## config.mk

```make
export PLATFORM = sky130hd
export DESIGN_NAME = utc_timestamp_validator_flat
export DESIGN_NICKNAME = d
export VERILOG_FILES = /design/src/rtl/core/utv_pkg.sv /design/src/rtl/core/utv_char_if.sv /design/src/rtl/core/utc_timestamp_validator.sv /design/src/rtl/core/utv_parse.sv /design/src/rtl/core/utv_judge.sv /design/src/flat_wrapper.sv
export SDC_FILE = /design/constraint.sdc
export NUM_CORES = 1
export LEC_CHECK = 0
export CAP_MARGIN = 15
export CORE_MARGIN = 2
export CORE_UTILIZATION = 40
export CTS_CLUSTER_DIAMETER = 100
export DETAILED_ROUTE_END_ITERATION = 10
export DONT_BUFFER_PORTS = 1
export REMOVE_ABC_BUFFERS = 1
export SLEW_MARGIN = 40
export SYNTH_ARGS = -nofsm -noshare
export SYNTH_HDL_FRONTEND = slang
export SYNTH_HIERARCHICAL = 1
export SYNTH_SLANG_ARGS = --single-unit
export TNS_END_PERCENT = 100
```

## constraint.sdc

```tcl
create_clock -name clk_i -period 11.8 [get_ports clk_i]
set_clock_uncertainty 0.15 [all_clocks]
set_input_delay 1.77 -clock clk_i [delete_from_list [all_inputs] [get_ports clk_i]]
set_output_delay 1.77 -clock clk_i [all_outputs]
set_load 0.03 [all_outputs]
```

## src/rtl/core/utv_pkg.sv

```systemverilog
// utv_pkg: shared widths, character codes and the field snapshot struct
// for the UTC timestamp validator. No dependencies.
`timescale 1ns / 1ps

package utv_pkg;

  // Character and field widths
  localparam int unsigned CharW   = 8;
  localparam int unsigned PosW    = 5;
  localparam int unsigned FieldW  = 7;

  // Fixed string geometry: position 20 means exactly 20 chars seen,
  // 21 means more than that (the counter saturates there)
  localparam logic [PosW-1:0] TsLength = PosW'(20);
  localparam logic [PosW-1:0] PosSat   = PosW'(21);

  // Separator characters
  localparam logic [CharW-1:0] ChDash  = 8'h2D;  // '-'
  localparam logic [CharW-1:0] ChT     = 8'h54;  // 'T'
  localparam logic [CharW-1:0] ChColon = 8'h3A;  // ':'
  localparam logic [CharW-1:0] ChZ     = 8'h5A;  // 'Z'
  localparam logic [CharW-1:0] ChZero  = 8'h30;  // '0'
  localparam logic [CharW-1:0] ChNine  = 8'h39;  // '9'

  // Range limits
  localparam logic [FieldW-1:0] MaxMonth  = FieldW'(12);
  localparam logic [FieldW-1:0] MaxHour   = FieldW'(23);
  localparam logic [FieldW-1:0] MaxMinSec = FieldW'(59);
  localparam logic [FieldW-1:0] LeapFeb   = FieldW'(29);
  localparam logic [FieldW-1:0] MonthFeb  = FieldW'(2);

  // Snapshot of the parse state including the current character.
  // The year is kept as century (first two digits) and year-of-century.
  typedef struct packed {
    logic [PosW-1:0]   pos;
    logic              error;
    logic [FieldW-1:0] cent;
    logic [FieldW-1:0] yy;
    logic [FieldW-1:0] month;
    logic [FieldW-1:0] day;
    logic [FieldW-1:0] hour;
    logic [FieldW-1:0] minute;
    logic [FieldW-1:0] second;
  } utv_fields_t;

endpackage

```

## src/rtl/core/utv_char_if.sv

```systemverilog
// utv_char_if, utv_result_if: valid/ready channels for input characters and
// for the verdict word. Depends on utv_pkg.
`timescale 1ns / 1ps

interface utv_char_if;
  logic                       valid;
  logic                       ready;
  logic [utv_pkg::CharW-1:0]  char_code;
  logic                       last_char;

  modport source (output valid, output char_code, output last_char, input ready);
  modport sink   (input valid, input char_code, input last_char, output ready);
endinterface

interface utv_result_if;
  logic valid;
  logic ready;
  logic is_valid;

  modport source (output valid, output is_valid, input ready);
  modport sink   (input valid, input is_valid, output ready);
endinterface

```

## src/rtl/core/utc_timestamp_validator.sv

```systemverilog
// utc_timestamp_validator: top level; input register, parser and judge.
// Depends on utv_pkg, utv_char_if/utv_result_if, utv_parse, utv_judge.
//
//   channel  dir  payload                    words
//   char_i   in   char_code[7:0], last_char  one per string character
//   res_o    out  is_valid                   one per string (on last_char)
//
// One character is accepted per cycle, except while a last character waits
// in the input register for the output register to be free. A character
// updates the parse state from the input register; a last character writes
// its verdict to the output register, and the word leaves from there.
// Reset clears valid flags and parse state; the next character starts a new string.
// Stalls on res_o hold back only last characters and the ones behind them.
`timescale 1ns / 1ps

module utc_timestamp_validator (
  input  logic          clk_i,
  input  logic          rst_ni,
  utv_char_if.sink      char_i,
  utv_result_if.source  res_o
);
  import utv_pkg::*;

  logic              in_valid_q;
  logic [CharW-1:0]  in_char_q;
  logic              in_last_q;
  logic              in_advance;
  logic              out_free;
  utv_fields_t       fields;

  // A character moves on unless it is last and the output is still full
  assign in_advance   = in_valid_q && (!in_last_q || out_free);
  assign char_i.ready = !in_valid_q || in_advance;

  // Input register
  always_ff @(posedge clk_i or negedge rst_ni) begin
    if (!rst_ni) begin
      in_valid_q <= 1'b0;
    end else if (char_i.ready) begin
      in_valid_q <= char_i.valid;
    end
  end

  always_ff @(posedge clk_i) begin
    if (char_i.ready && char_i.valid) begin
      in_char_q <= char_i.char_code;
      in_last_q <= char_i.last_char;
    end
  end

  utv_parse u_parse (
    .clk_i    (clk_i),
    .rst_ni   (rst_ni),
    .char_i   (in_char_q),
    .last_i   (in_last_q),
    .commit_i (in_advance),
    .fields_o (fields)
  );

  utv_judge u_judge (
    .clk_i    (clk_i),
    .rst_ni   (rst_ni),
    .fields_i (fields),
    .load_i   (in_advance && in_last_q),
    .free_o   (out_free),
    .res_o    (res_o)
  );

endmodule

```

## src/rtl/core/utv_parse.sv

```systemverilog
// utv_parse: position counter, format error flag and decimal field
// accumulators, advanced one character per commit. Depends on utv_pkg.
`timescale 1ns / 1ps

module utv_parse (
  input  logic                       clk_i,
  input  logic                       rst_ni,
  input  logic [utv_pkg::CharW-1:0]  char_i,
  input  logic                       last_i,
  input  logic                       commit_i,
  output utv_pkg::utv_fields_t       fields_o
);
  import utv_pkg::*;

  typedef enum logic [2:0] {
    ROLE_SEP, ROLE_CENT, ROLE_YY, ROLE_MONTH, ROLE_DAY, ROLE_HOUR, ROLE_MIN, ROLE_SEC
  } role_e;

  utv_fields_t       fields_q, fields_d;
  role_e             role;
  logic [CharW-1:0]  sep_char;
  logic              is_digit;
  logic              char_bad;
  logic [3:0]        digit;

  // Role of each position within YYYY-MM-DDTHH:MM:SSZ
  always_comb begin
    role     = ROLE_SEP;
    sep_char = ChZ;
    unique case (fields_q.pos)
      5'd0, 5'd1:   role = ROLE_CENT;
      5'd2, 5'd3:   role = ROLE_YY;
      5'd4, 5'd7:   sep_char = ChDash;
      5'd5, 5'd6:   role = ROLE_MONTH;
      5'd8, 5'd9:   role = ROLE_DAY;
      5'd10:        sep_char = ChT;
      5'd11, 5'd12: role = ROLE_HOUR;
      5'd13, 5'd16: sep_char = ChColon;
      5'd14, 5'd15: role = ROLE_MIN;
      5'd17, 5'd18: role = ROLE_SEC;
      default:      sep_char = ChZ;
    endcase
  end

  function automatic logic [FieldW-1:0] add_digit(logic [FieldW-1:0] acc, logic [3:0] d);
    logic [FieldW+3:0] sum;
    sum = {acc, 3'b000} + {2'b00, acc, 1'b0} + {{FieldW{1'b0}}, d};
    return sum[FieldW-1:0];
  endfunction

  assign is_digit = (char_i >= ChZero) && (char_i <= ChNine);
  assign digit    = char_i[3:0];
  assign char_bad = (role == ROLE_SEP) ? (char_i != sep_char) : !is_digit;

  // Next snapshot; positions past the end are not examined
  always_comb begin
    fields_d = fields_q;
    if (fields_q.pos != PosSat) begin
      fields_d.pos = fields_q.pos + PosW'(1);
    end
    if (fields_q.pos < TsLength) begin
      if (char_bad) begin
        fields_d.error = 1'b1;
      end else begin
        case (role)
          ROLE_CENT:  fields_d.cent   = add_digit(fields_q.cent, digit);
          ROLE_YY:    fields_d.yy     = add_digit(fields_q.yy, digit);
          ROLE_MONTH: fields_d.month  = add_digit(fields_q.month, digit);
          ROLE_DAY:   fields_d.day    = add_digit(fields_q.day, digit);
          ROLE_HOUR:  fields_d.hour   = add_digit(fields_q.hour, digit);
          ROLE_MIN:   fields_d.minute = add_digit(fields_q.minute, digit);
          ROLE_SEC:   fields_d.second = add_digit(fields_q.second, digit);
          default:    fields_d.error  = fields_q.error;
        endcase
      end
    end
  end

  // State: cleared after the last character of a string
  always_ff @(posedge clk_i or negedge rst_ni) begin
    if (!rst_ni) begin
      fields_q <= '0;
    end else if (commit_i) begin
      fields_q <= last_i ? '0 : fields_d;
    end
  end

  assign fields_o = fields_d;

endmodule

```

## src/rtl/core/utv_judge.sv

```systemverilog
// utv_judge: range and calendar checks on a finished field snapshot, and
// the output word register. Depends on utv_pkg and utv_result_if.
`timescale 1ns / 1ps

module utv_judge (
  input  logic                  clk_i,
  input  logic                  rst_ni,
  input  utv_pkg::utv_fields_t  fields_i,
  input  logic                  load_i,
  output logic                  free_o,
  utv_result_if.source          res_o
);
  import utv_pkg::*;

  logic              out_valid_q;
  logic              verdict_q, verdict_d;
  logic              leap;
  logic              month_ok;
  logic [FieldW-1:0] max_day;

  function automatic logic [FieldW-1:0] month_days(logic [3:0] m);
    logic [FieldW-1:0] days;
    unique case (m)
      4'd4, 4'd6, 4'd9, 4'd11: days = FieldW'(30);
      4'd2:                    days = FieldW'(28);
      default:                 days = FieldW'(31);
    endcase
    return days;
  endfunction

  // Gregorian leap year from century and year-of-century
  assign leap = ((fields_i.yy[1:0] == 2'b00) && (fields_i.yy != '0)) ||
                ((fields_i.yy == '0) && (fields_i.cent[1:0] == 2'b00));

  assign month_ok = (fields_i.month != '0) && (fields_i.month <= MaxMonth);

  always_comb begin
    max_day = month_days(fields_i.month[3:0]);
    if ((fields_i.month == MonthFeb) && leap) begin
      max_day = LeapFeb;
    end
  end

  // Overall verdict
  assign verdict_d = (fields_i.pos == TsLength) && !fields_i.error &&
                     ((fields_i.cent != '0) || (fields_i.yy != '0)) && month_ok &&
                     (fields_i.hour <= MaxHour) && (fields_i.minute <= MaxMinSec) &&
                     (fields_i.second <= MaxMinSec) &&
                     (fields_i.day != '0) && (fields_i.day <= max_day);

  assign free_o = !out_valid_q || res_o.ready;

  // Output word register
  always_ff @(posedge clk_i or negedge rst_ni) begin
    if (!rst_ni) begin
      out_valid_q <= 1'b0;
    end else if (free_o) begin
      out_valid_q <= load_i;
    end
  end

  always_ff @(posedge clk_i) begin
    if (free_o && load_i) begin
      verdict_q <= verdict_d;
    end
  end

  assign res_o.valid    = out_valid_q;
  assign res_o.is_valid = verdict_q;

endmodule

```

## src/flat_wrapper.sv

```systemverilog
// flat-port wrapper written by rule: the top's interface ports become plain ports
module utc_timestamp_validator_flat import utv_pkg::*;
  (clk_i, rst_ni, char_i_valid, char_i_char_code, char_i_last_char, char_i_ready, res_o_valid, res_o_is_valid, res_o_ready);
  utv_char_if char_i_i ();
  utv_result_if res_o_i ();
  input  logic clk_i;
  input  logic rst_ni;
  input wire logic [$bits(char_i_i.valid)-1:0] char_i_valid;
  input wire logic [$bits(char_i_i.char_code)-1:0] char_i_char_code;
  input wire logic [$bits(char_i_i.last_char)-1:0] char_i_last_char;
  output wire logic [$bits(char_i_i.ready)-1:0] char_i_ready;
  output wire logic [$bits(res_o_i.valid)-1:0] res_o_valid;
  output wire logic [$bits(res_o_i.is_valid)-1:0] res_o_is_valid;
  input wire logic [$bits(res_o_i.ready)-1:0] res_o_ready;
  assign char_i_i.valid = char_i_valid;
  assign char_i_i.char_code = char_i_char_code;
  assign char_i_i.last_char = char_i_last_char;
  assign char_i_ready = char_i_i.ready;
  assign res_o_valid = res_o_i.valid;
  assign res_o_is_valid = res_o_i.is_valid;
  assign res_o_i.ready = res_o_ready;
  utc_timestamp_validator u_core (.clk_i(clk_i), .rst_ni(rst_ni), .char_i(char_i_i), .res_o(res_o_i));
endmodule
```

### After elaboration in Yosys (flattened, before gate mapping)

Index checks and enable logic that the tools add are counted.

| word-level totals | value |
|---|---|
| flip-flop bits (word level) | 67 |

| cells by class | value |
|---|---|
| $add $sub $neg | 15 |
| magnitude comparators | 8 |
| equality and inequality tests | 34 |
| muxes and demuxes | 17 |
| reduce and logical (&&, ||, !) cells | 46 |

Operator list:

| cell | count |
|---|---|
| 2-to-1 mux 7 bit | 8 |
| 2-to-1 mux 55 bit | 1 |
| 2-to-1 mux 50 bit | 1 |
| adder 7 x 4 -> 7 bit | 7 |
| adder 7 bit | 7 |
| 2-to-1 mux 49 bit | 1 |
| equality test 5 x 4 -> 1 bit (second input constant) | 8 |
| nonzero test 7 bit | 4 |
| case mux 3 bit (7 select lines) | 1 |
| case mux 7 bit (3 select lines) | 1 |
| equality test 5 x 3 -> 1 bit (second input constant) | 4 |
| equality test 5 bit (second input constant) | 4 |
| OR reduction 2 bit | 9 |
| logical AND 1 bit | 17 |
| <= comparator 7 x 6 -> 1 bit (second input constant) | 2 |
| equality test 3 bit (second input constant) | 4 |
| equality test 5 x 2 -> 1 bit (second input constant) | 2 |
| equality test 4 x 3 -> 1 bit (second input constant) | 2 |
| equality test 4 bit (second input constant) | 2 |
| >= comparator 8 x 6 -> 1 bit (second input constant) | 1 |
| <= comparator 8 x 6 -> 1 bit (second input constant) | 1 |
| != test 8 bit | 1 |
| equality test 7 x 2 -> 1 bit (second input constant) | 1 |
| <= comparator 7 x 4 -> 1 bit (second input constant) | 1 |
| other kinds (19) | 30 |

### Depth between registers and ports, before layout

Gate-level depths: netlist (run 1).

| logic depth | value |
|---|---|
| word-level depth | 16 |
| gate-level depth with buffers | 23 |
| depth with buffers taken out | 21 |

### Cells and area by module

The synthesis (run 1) kept the hierarchy.

Modules (own cells, without submodules):

| module | times used | cells an instance | area an instance (um2) | sequential area each (um2) |
|---|---|---|---|---|
| utv_parse | 1 | 536 | 5064.9 | 1376.3 |
| utc_timestamp_validator | 1 | 16 | 349.1 | 295.3 |
| utv_judge | 1 | 42 | 306.5 | 55.1 |

### Worst setup path after synthesis (run 1)

Ideal clock, no wire load.

| timing path | value |
|---|---|
| path type | register to register |
| from | register u_core/u_parse/fields_q[50] in the netlist's numbering |
| to | register u_core.u_judge.verdict_q (netlist: u_core/u_judge/res_o.is_valid) (data pin) |
| library setup time | 0.256 ns |
| arrival | 4.131 ns |
| data required time | 11.394 ns |
| path slack | 7.263 ns |
| cell stages (with the launch flop) | 22 |
| buffers on the path | 1 |
| path through | dfrtp_1 > ha_1 > and3_1 > ha_1 > inv_1 > o311a_1 > nand4_1 > nor4_2 > a31oi_1 > or2_1 > buf_2 > mux2_1 > or3_4 > o311ai_1 > a21oi_1 > nor3_1 > a31oi_1 > ha_1 > a21oi_1 > o21ai_0 > nand3_1 > nor2_1 |

RTL lines:

| item | RTL line | text |
|---|---|---|
| start, declared | utv_parse.sv:19 | `utv_fields_t fields_q, fields_d;` |
| start signal, assigned | utv_parse.sv:84 | `fields_q <= last_i ? '0 : fields_d;` |
| end signal, assigned | utv_judge.sv:64 | `verdict_q <= verdict_d;` |
| end, declared | utv_judge.sv:16 | `logic verdict_q, verdict_d;` |

==> results of run 1 <==
-- metrics by stage --
step | hold slack [ns] | utilization | setup WS [ns]
2_1_floorplan | 0.3265 | - | 5.587
3_3_place_gp | 0.3446 | 0.4219 | 6.681
3_5_place_dp | 0.3580 | 0.4220 | 6.558
4_1_cts | 0.3702 | 0.4443 | 6.526
5_1_grt | 0.4104 | 0.4448 | 6.125
6_report | 0.3676 | 0.4448 | 6.467
-- how the worst min path moves through the flow --
stage / from / endpoint / slack [ns] / cells past startpoint
floorplan: u_core/u_parse/fields_q[48] / u_core/u_parse/fields_q[48] / 0.33 / 2
global placement: u_core/u_parse/fields_q[34] / u_core/u_parse/fields_q[34] / 0.34 / 2
detailed placement: u_core/u_parse/fields_q[27] / u_core/u_parse/fields_q[27] / 0.36 / 2
CTS: u_core/u_parse/fields_q[27] / u_core/u_parse/fields_q[27] / 0.37 / 2
global route: u_core/u_parse/fields_q[18] / u_core/u_parse/fields_q[18] / 0.41 / 1
finish: u_core/u_parse/fields_q[27] / u_core/u_parse/fields_q[27] / 0.37 / 2
-- layout make-up --
class | instances | area (um^2)
Multi-Input combinational cell | 435 | 3610
Sequential cell | 67 | 1727
Clock inverter | 7 | 82.58
Clock buffer | 9 | 225.2
Tap cell | 180 | 225.2
Inverter | 67 | 251.5
Fill cell | 1300 | 7676
Timing Repair Buffer | 4 | 30.03
-- registers in the layout, indices dropped and copies added (netlist names) --
register                       count
u_core/u_judge/res_o.valid         1
u_core/u_parse/fields_q           55
u_core/in_valid_q                  1
u_core/in_char_q                   8
u_core/u_judge/res_o.is_valid      1
u_core/in_last_q                   1
-- worst min-delay path: stages (launching register included) --
cell and delay, ns:
dfrtp_1 0.36, nand2_1 0.05, o21ai_1 0.06
-- routing by layer --
layer	global-route usage	part of all wire	vias up
li1	-	-	2092
met1	0.2533	0.47	2172
met2	0.3242	0.47	81
met3	0.02602	0.030	23
met4	0.08405	0.029	0
met5	0	0	-
-- where the power goes --
part           total (mW)  switching (mW)  internal [mW]
registers           0.252          0.0117          0.241
clock network       0.282          0.0999          0.182
logic              0.0932          0.0606         0.0326
==> impl_metrics.env, run 1 <==
export IMPL_worst_r2r_cell_count=21
export IMPL_ioPinCount=16
export IMPL_grt_max_degree=58
export IMPL_status="finished clean"
export IMPL_hold_buffers=0
export IMPL_worstPathMaxFanout=40
export IMPL_die_x_um=122.8
export IMPL_slew_viol_final=0
export IMPL_tns_ns=0
export IMPL_crit_path_start="u_core/u_parse/fields_q[50]"
export IMPL_grt_overflow=0
export IMPL_final_net_count=674
export IMPL_drive_above_1_share=0.09677
export IMPL_post_cts_buffers=0
export IMPL_worstPathRequired_ns=11.74
export IMPL_grt_util_all_layers=0.1949
export IMPL_post_cts_resized=0
export IMPL_dr_pass1_iters=4
export IMPL_finalWirelength_mm=13.55
export IMPL_hp_class="reg -> reg"
export IMPL_r2r_start="u_core/u_parse/fields_q[50]"
export IMPL_antenna_found_initial=0
export IMPL_grt_pass1_wl_mm=22.66
export IMPL_cp_num_cells=21
export IMPL_cp_slowest_stage_delay_ns=0.53
export IMPL_vias=4368
export IMPL_ys_warn_count=6
export IMPL_core_area_mm2=0.01383
export IMPL_grt_pass1_vias=4457
export IMPL_post_drt_wl_per_cell_um=17.62
export IMPL_place_inst=753
export IMPL_setup_worst_path_class="reg -> reg"
export IMPL_drc=0
export IMPL_drt_iter0_markers=221
export IMPL_vias_per_cell=5.680
export IMPL_rsz0062_at_grt="no"
export IMPL_p_per_area_mw_per_mm2=102.0
export IMPL_cellLeakagePower_nw=3.082
export IMPL_synth_area_mm2=0.005645
export IMPL_crit_arrival_ns=5.27
export IMPL_io_buffers=0
export IMPL_h_tree_depth=3
export IMPL_worstSetupStartpointType="flop"
export IMPL_r2r_slack_ns=6.47
export IMPL_clock_path_buffers=2
export IMPL_finish_instance_area_mm2=0.006151
export IMPL_cp_top_family="simple AND/OR/NAND/NOR gates"
export IMPL_hold_viol_final=0
export IMPL_rr_endpoint="u_core/u_judge/res_o.is_valid"
export IMPL_period_minus_slack_ns=5.333
export IMPL_cts_made_buffers=9
export IMPL_final_cell_mix="66 x inv_1, 63 x ha_1, 57 x dfrtp_1, 41 x nand2_1, 40 x a22o_1"
export IMPL_crit_end="u_core/u_judge/res_o.is_valid"
export IMPL_fin_cells=769
export IMPL_path_common_cell="ha_1"
export IMPL_num_rows=43
export IMPL_min_period_over_period=0.4519
export IMPL_final_common_cell="inv_1"
export IMPL_start_util=0.4083
export IMPL_setup_violations=0
export IMPL_slowest_stage="nor4_2"
export IMPL_worstPathCellList="ha_1, and3_1, ha_1, inv_1, o311a_1, nand4_1, nor4_2, a31oi_4, buf_4, or2_1, mux2_1, or3_4, o311ai_1, a21oi_1, nor3_1, a31oi_1, ha_1, a21oi_1, o21ai_0, nand3_1, nor2_1"
export IMPL_fmax_mhz=187.5
export IMPL_clock_sinks=67
export IMPL_avgSynthCellArea_um2=9.617
export IMPL_dp_hpwl_mm=9.746
export IMPL_postRouteAntennaNets=0
export IMPL_worstMarginPinSlew_ns=0.7627
export IMPL_path_clk_slew_ns=0.06
export IMPL_antenna_cells=0
export IMPL_die_area_mm2=0.01508
export IMPL_clk_latency_ns=0.33
export IMPL_setup_worst_path_end_class="flop"
export IMPL_dieHeight_um=122.8
export IMPL_gp_congestion=0.8525
export IMPL_syn_to_final_growth_pct=8.954
export IMPL_clockRootBuffer="clkbuf_16"
export IMPL_synthCells=587
export IMPL_drv_cap=0
export IMPL_cts_tree="done"
export IMPL_place_area_mm2=0.005836
export IMPL_crit_buf_inv=2
export IMPL_maxSlewHeadroom=0.4910
export IMPL_p_total_mw=0.6273
export IMPL_ir_drop_mv=0.06606
No activity file was read; power rests on OpenSTA's default activity.
==> run 2, diff against run 1 <==
Clock period 11.8 ns to 5.55 ns, I/O delays scaled along.
==> run 2 against run 1 <==
  * Combinational power is 110% higher
  * Global-route usage increased by 0.30 points
  * Sequential cell count is the same
  * Critical path depth decreased by 1
  * Final cell count increased by 0.39%
  * Non-clock buffer count is 3 higher
  * Power is 100% higher
  * Via count fell by 2.0%
  * Register-to-register slack got worse by 6.0 ns
  * Largest cell class unchanged
==> impl_metrics.env, run 2 (synthesized netlist as in run 1, its figures left out) <==
export IMPL_min_period_over_period=0.9185
export IMPL_path_common_cell="ha_1"
export IMPL_grt_util_all_layers=0.1978
export IMPL_post_cts_resized=0
export IMPL_vias=4279
export IMPL_vias_per_cell=5.543
export IMPL_grt_overflow=0
export IMPL_largest_reg_flops=55
export IMPL_cts_tree="done"
export IMPL_start_util=0.4083
export IMPL_cts_made_buffers=9
export IMPL_cellLeakagePower_nw=3.094
export IMPL_cp_slowest_stage_delay_ns=0.54
export IMPL_worstMarginPinSlew_ns=0.7362
export IMPL_slowest_stage="nor4_2"
export IMPL_clock_sinks=67
export IMPL_slew_viol_final=0
export IMPL_drt_iter0_markers=152
export IMPL_worstPathMaxFanout=7
export IMPL_rsz0062_at_grt="no"
export IMPL_worstPathCellList="ha_1, and3_1, ha_1, inv_1, o311a_1, nand4_1, nor4_2, a31oi_4, or2_1, mux2_1, or3_4, o311ai_1, a21oi_1, nor3_1, a31oi_1, ha_1, a21oi_1, o21ai_0, nand3_1, nor2_1"
export IMPL_hold_viol_final=0
export IMPL_postRouteAntennaNets=0
export IMPL_p_per_area_mw_per_mm2=208.3
export IMPL_dp_slack_ns=0.5556
export IMPL_drv_cap=0
export IMPL_status="finished clean"
export IMPL_post_cts_buffers=0
export IMPL_final_cell_mix="66 x inv_1, 63 x ha_1, 57 x dfrtp_1, 41 x nand2_1, 40 x a22o_1"
export IMPL_final_net_count=677
export IMPL_post_drt_wl_per_cell_um=17.77
export IMPL_clock_path_buffers=2
export IMPL_worstSetupStartpointType="flop"
export IMPL_h_tree_depth=3
export IMPL_setup_worst_path_end_class="flop"
export IMPL_setup_violations=0
export IMPL_io_buffers=0
export IMPL_finalWirelength_mm=13.72
export IMPL_die_area_mm2=0.01508
export IMPL_final_setup_worst_slack_ns=0.4524
export IMPL_dieHeight_um=122.8
export IMPL_hold_buffers=0
export IMPL_dp_hpwl_mm=10.08
export IMPL_grt_pass1_wl_mm=22.84
export IMPL_regMostFlops="u_core/u_parse/fields_q"
export IMPL_ioPinCount=16
export IMPL_hp_class="in -> async"
export IMPL_path_clk_slew_ns=0.06
export IMPL_drive_above_1_share=0.1047
export IMPL_fmax_mhz=196.2
export IMPL_core_area_mm2=0.01383
export IMPL_grt_max_degree=58
export IMPL_gp_congestion=0.9556
export IMPL_num_rows=43
export IMPL_antenna_cells=0
export IMPL_drc=0
export IMPL_setup_worst_path_class="reg -> reg"
export IMPL_maxSlewHeadroom=0.5040
export IMPL_syn_to_final_growth_pct=8.932
export IMPL_clk_latency_ns=0.33
export IMPL_antenna_found_initial=0
export IMPL_dr_pass1_iters=4
export IMPL_final_common_cell="inv_1"
export IMPL_worstPathRequired_ns=5.48
export IMPL_period_minus_slack_ns=5.098
export IMPL_ir_drop_mv=0.1506
export IMPL_grt_pass1_vias=4365
export IMPL_crit_arrival_ns=5.02
export IMPL_clockRootBuffer="clkbuf_16"
export IMPL_top_regs="u_core/u_parse/fields_q x55, u_core/in_char_q x8"
export IMPL_die_x_um=122.8
export IMPL_fin_util=0.4448
## run 2: through the flow
stage	TNS [ns]	power, mW	cell area, um^2	instances	hold slack (ns)
after detailed placement	0	0.7406	5858	756	0.3578
final	0	1.281	6150	772	0.04917
after global placement	0	0.7338	5856	756	0.3419
after floorplan	-0.6635	0.6806	5563	569	0.3265
after CTS	0	1.296	6142	772	0.03109
after global routing	0	1.340	6150	772	0.02842
## run 2: report_power, final
part / internal [mW] / leakage (nW) / switching [mW] / total, mW
registers: 0.511 / 0.885 / 0.0233 / 0.535
logic: 0.0704 / 2.07 / 0.129 / 0.200
clock network: 0.338 / 0.143 / 0.209 / 0.547
## run 2: routing by layer
layer  wire, um  up-vias  track usage
li1           -     2103            -
met1       6507     2094       0.2650
met2       6556       64       0.3253
met3        416       18      0.03067
met4        235        0      0.06753
met5          0        -            0
## run 2: worst paths after layout
path	from	endpoint	slack, ns	cells past startpoint
worst max register to register	u_core/u_parse/fields_q[50]	u_core/u_judge/res_o.is_valid	0.45	20
max in group asynchronous	rst_ni	u_core/u_parse/fields_q[38]	5.09	0
worst min-delay path	rst_ni	u_core/u_parse/fields_q[51]	0.05	0
worst max-delay path	u_core/u_parse/fields_q[50]	u_core/u_judge/res_o.is_valid	0.45	20
min in group clk_i	u_core/u_parse/fields_q[6]	u_core/u_parse/fields_q[6]	0.37	2
worst min register to register	u_core/u_parse/fields_q[6]	u_core/u_parse/fields_q[6]	0.37	2
## run 2: critical path, delay by kind of cell (launching register included)
kind | cells | cell delay, ns
AND/OR/NAND/NOR | 8 | 1.88
buffers and inverters | 1 | 0.08
adder cells (fa/ha/maj) | 3 | 0.80
multiplexers | 1 | 0.35
flip-flops | 1 | 0.46
AO/OA/AOI/OAI | 7 | 1.11
## run 2: area by class of cell
cell class	instances	area (um^2)
clock buffer	14	274.0
timing repair buffer	7	52.55
fill	1303	7677
multi-input combinational	435	3610
inverter	67	251.5
sequential	67	1727
tap	180	225.2
clock inverter	2	10.01
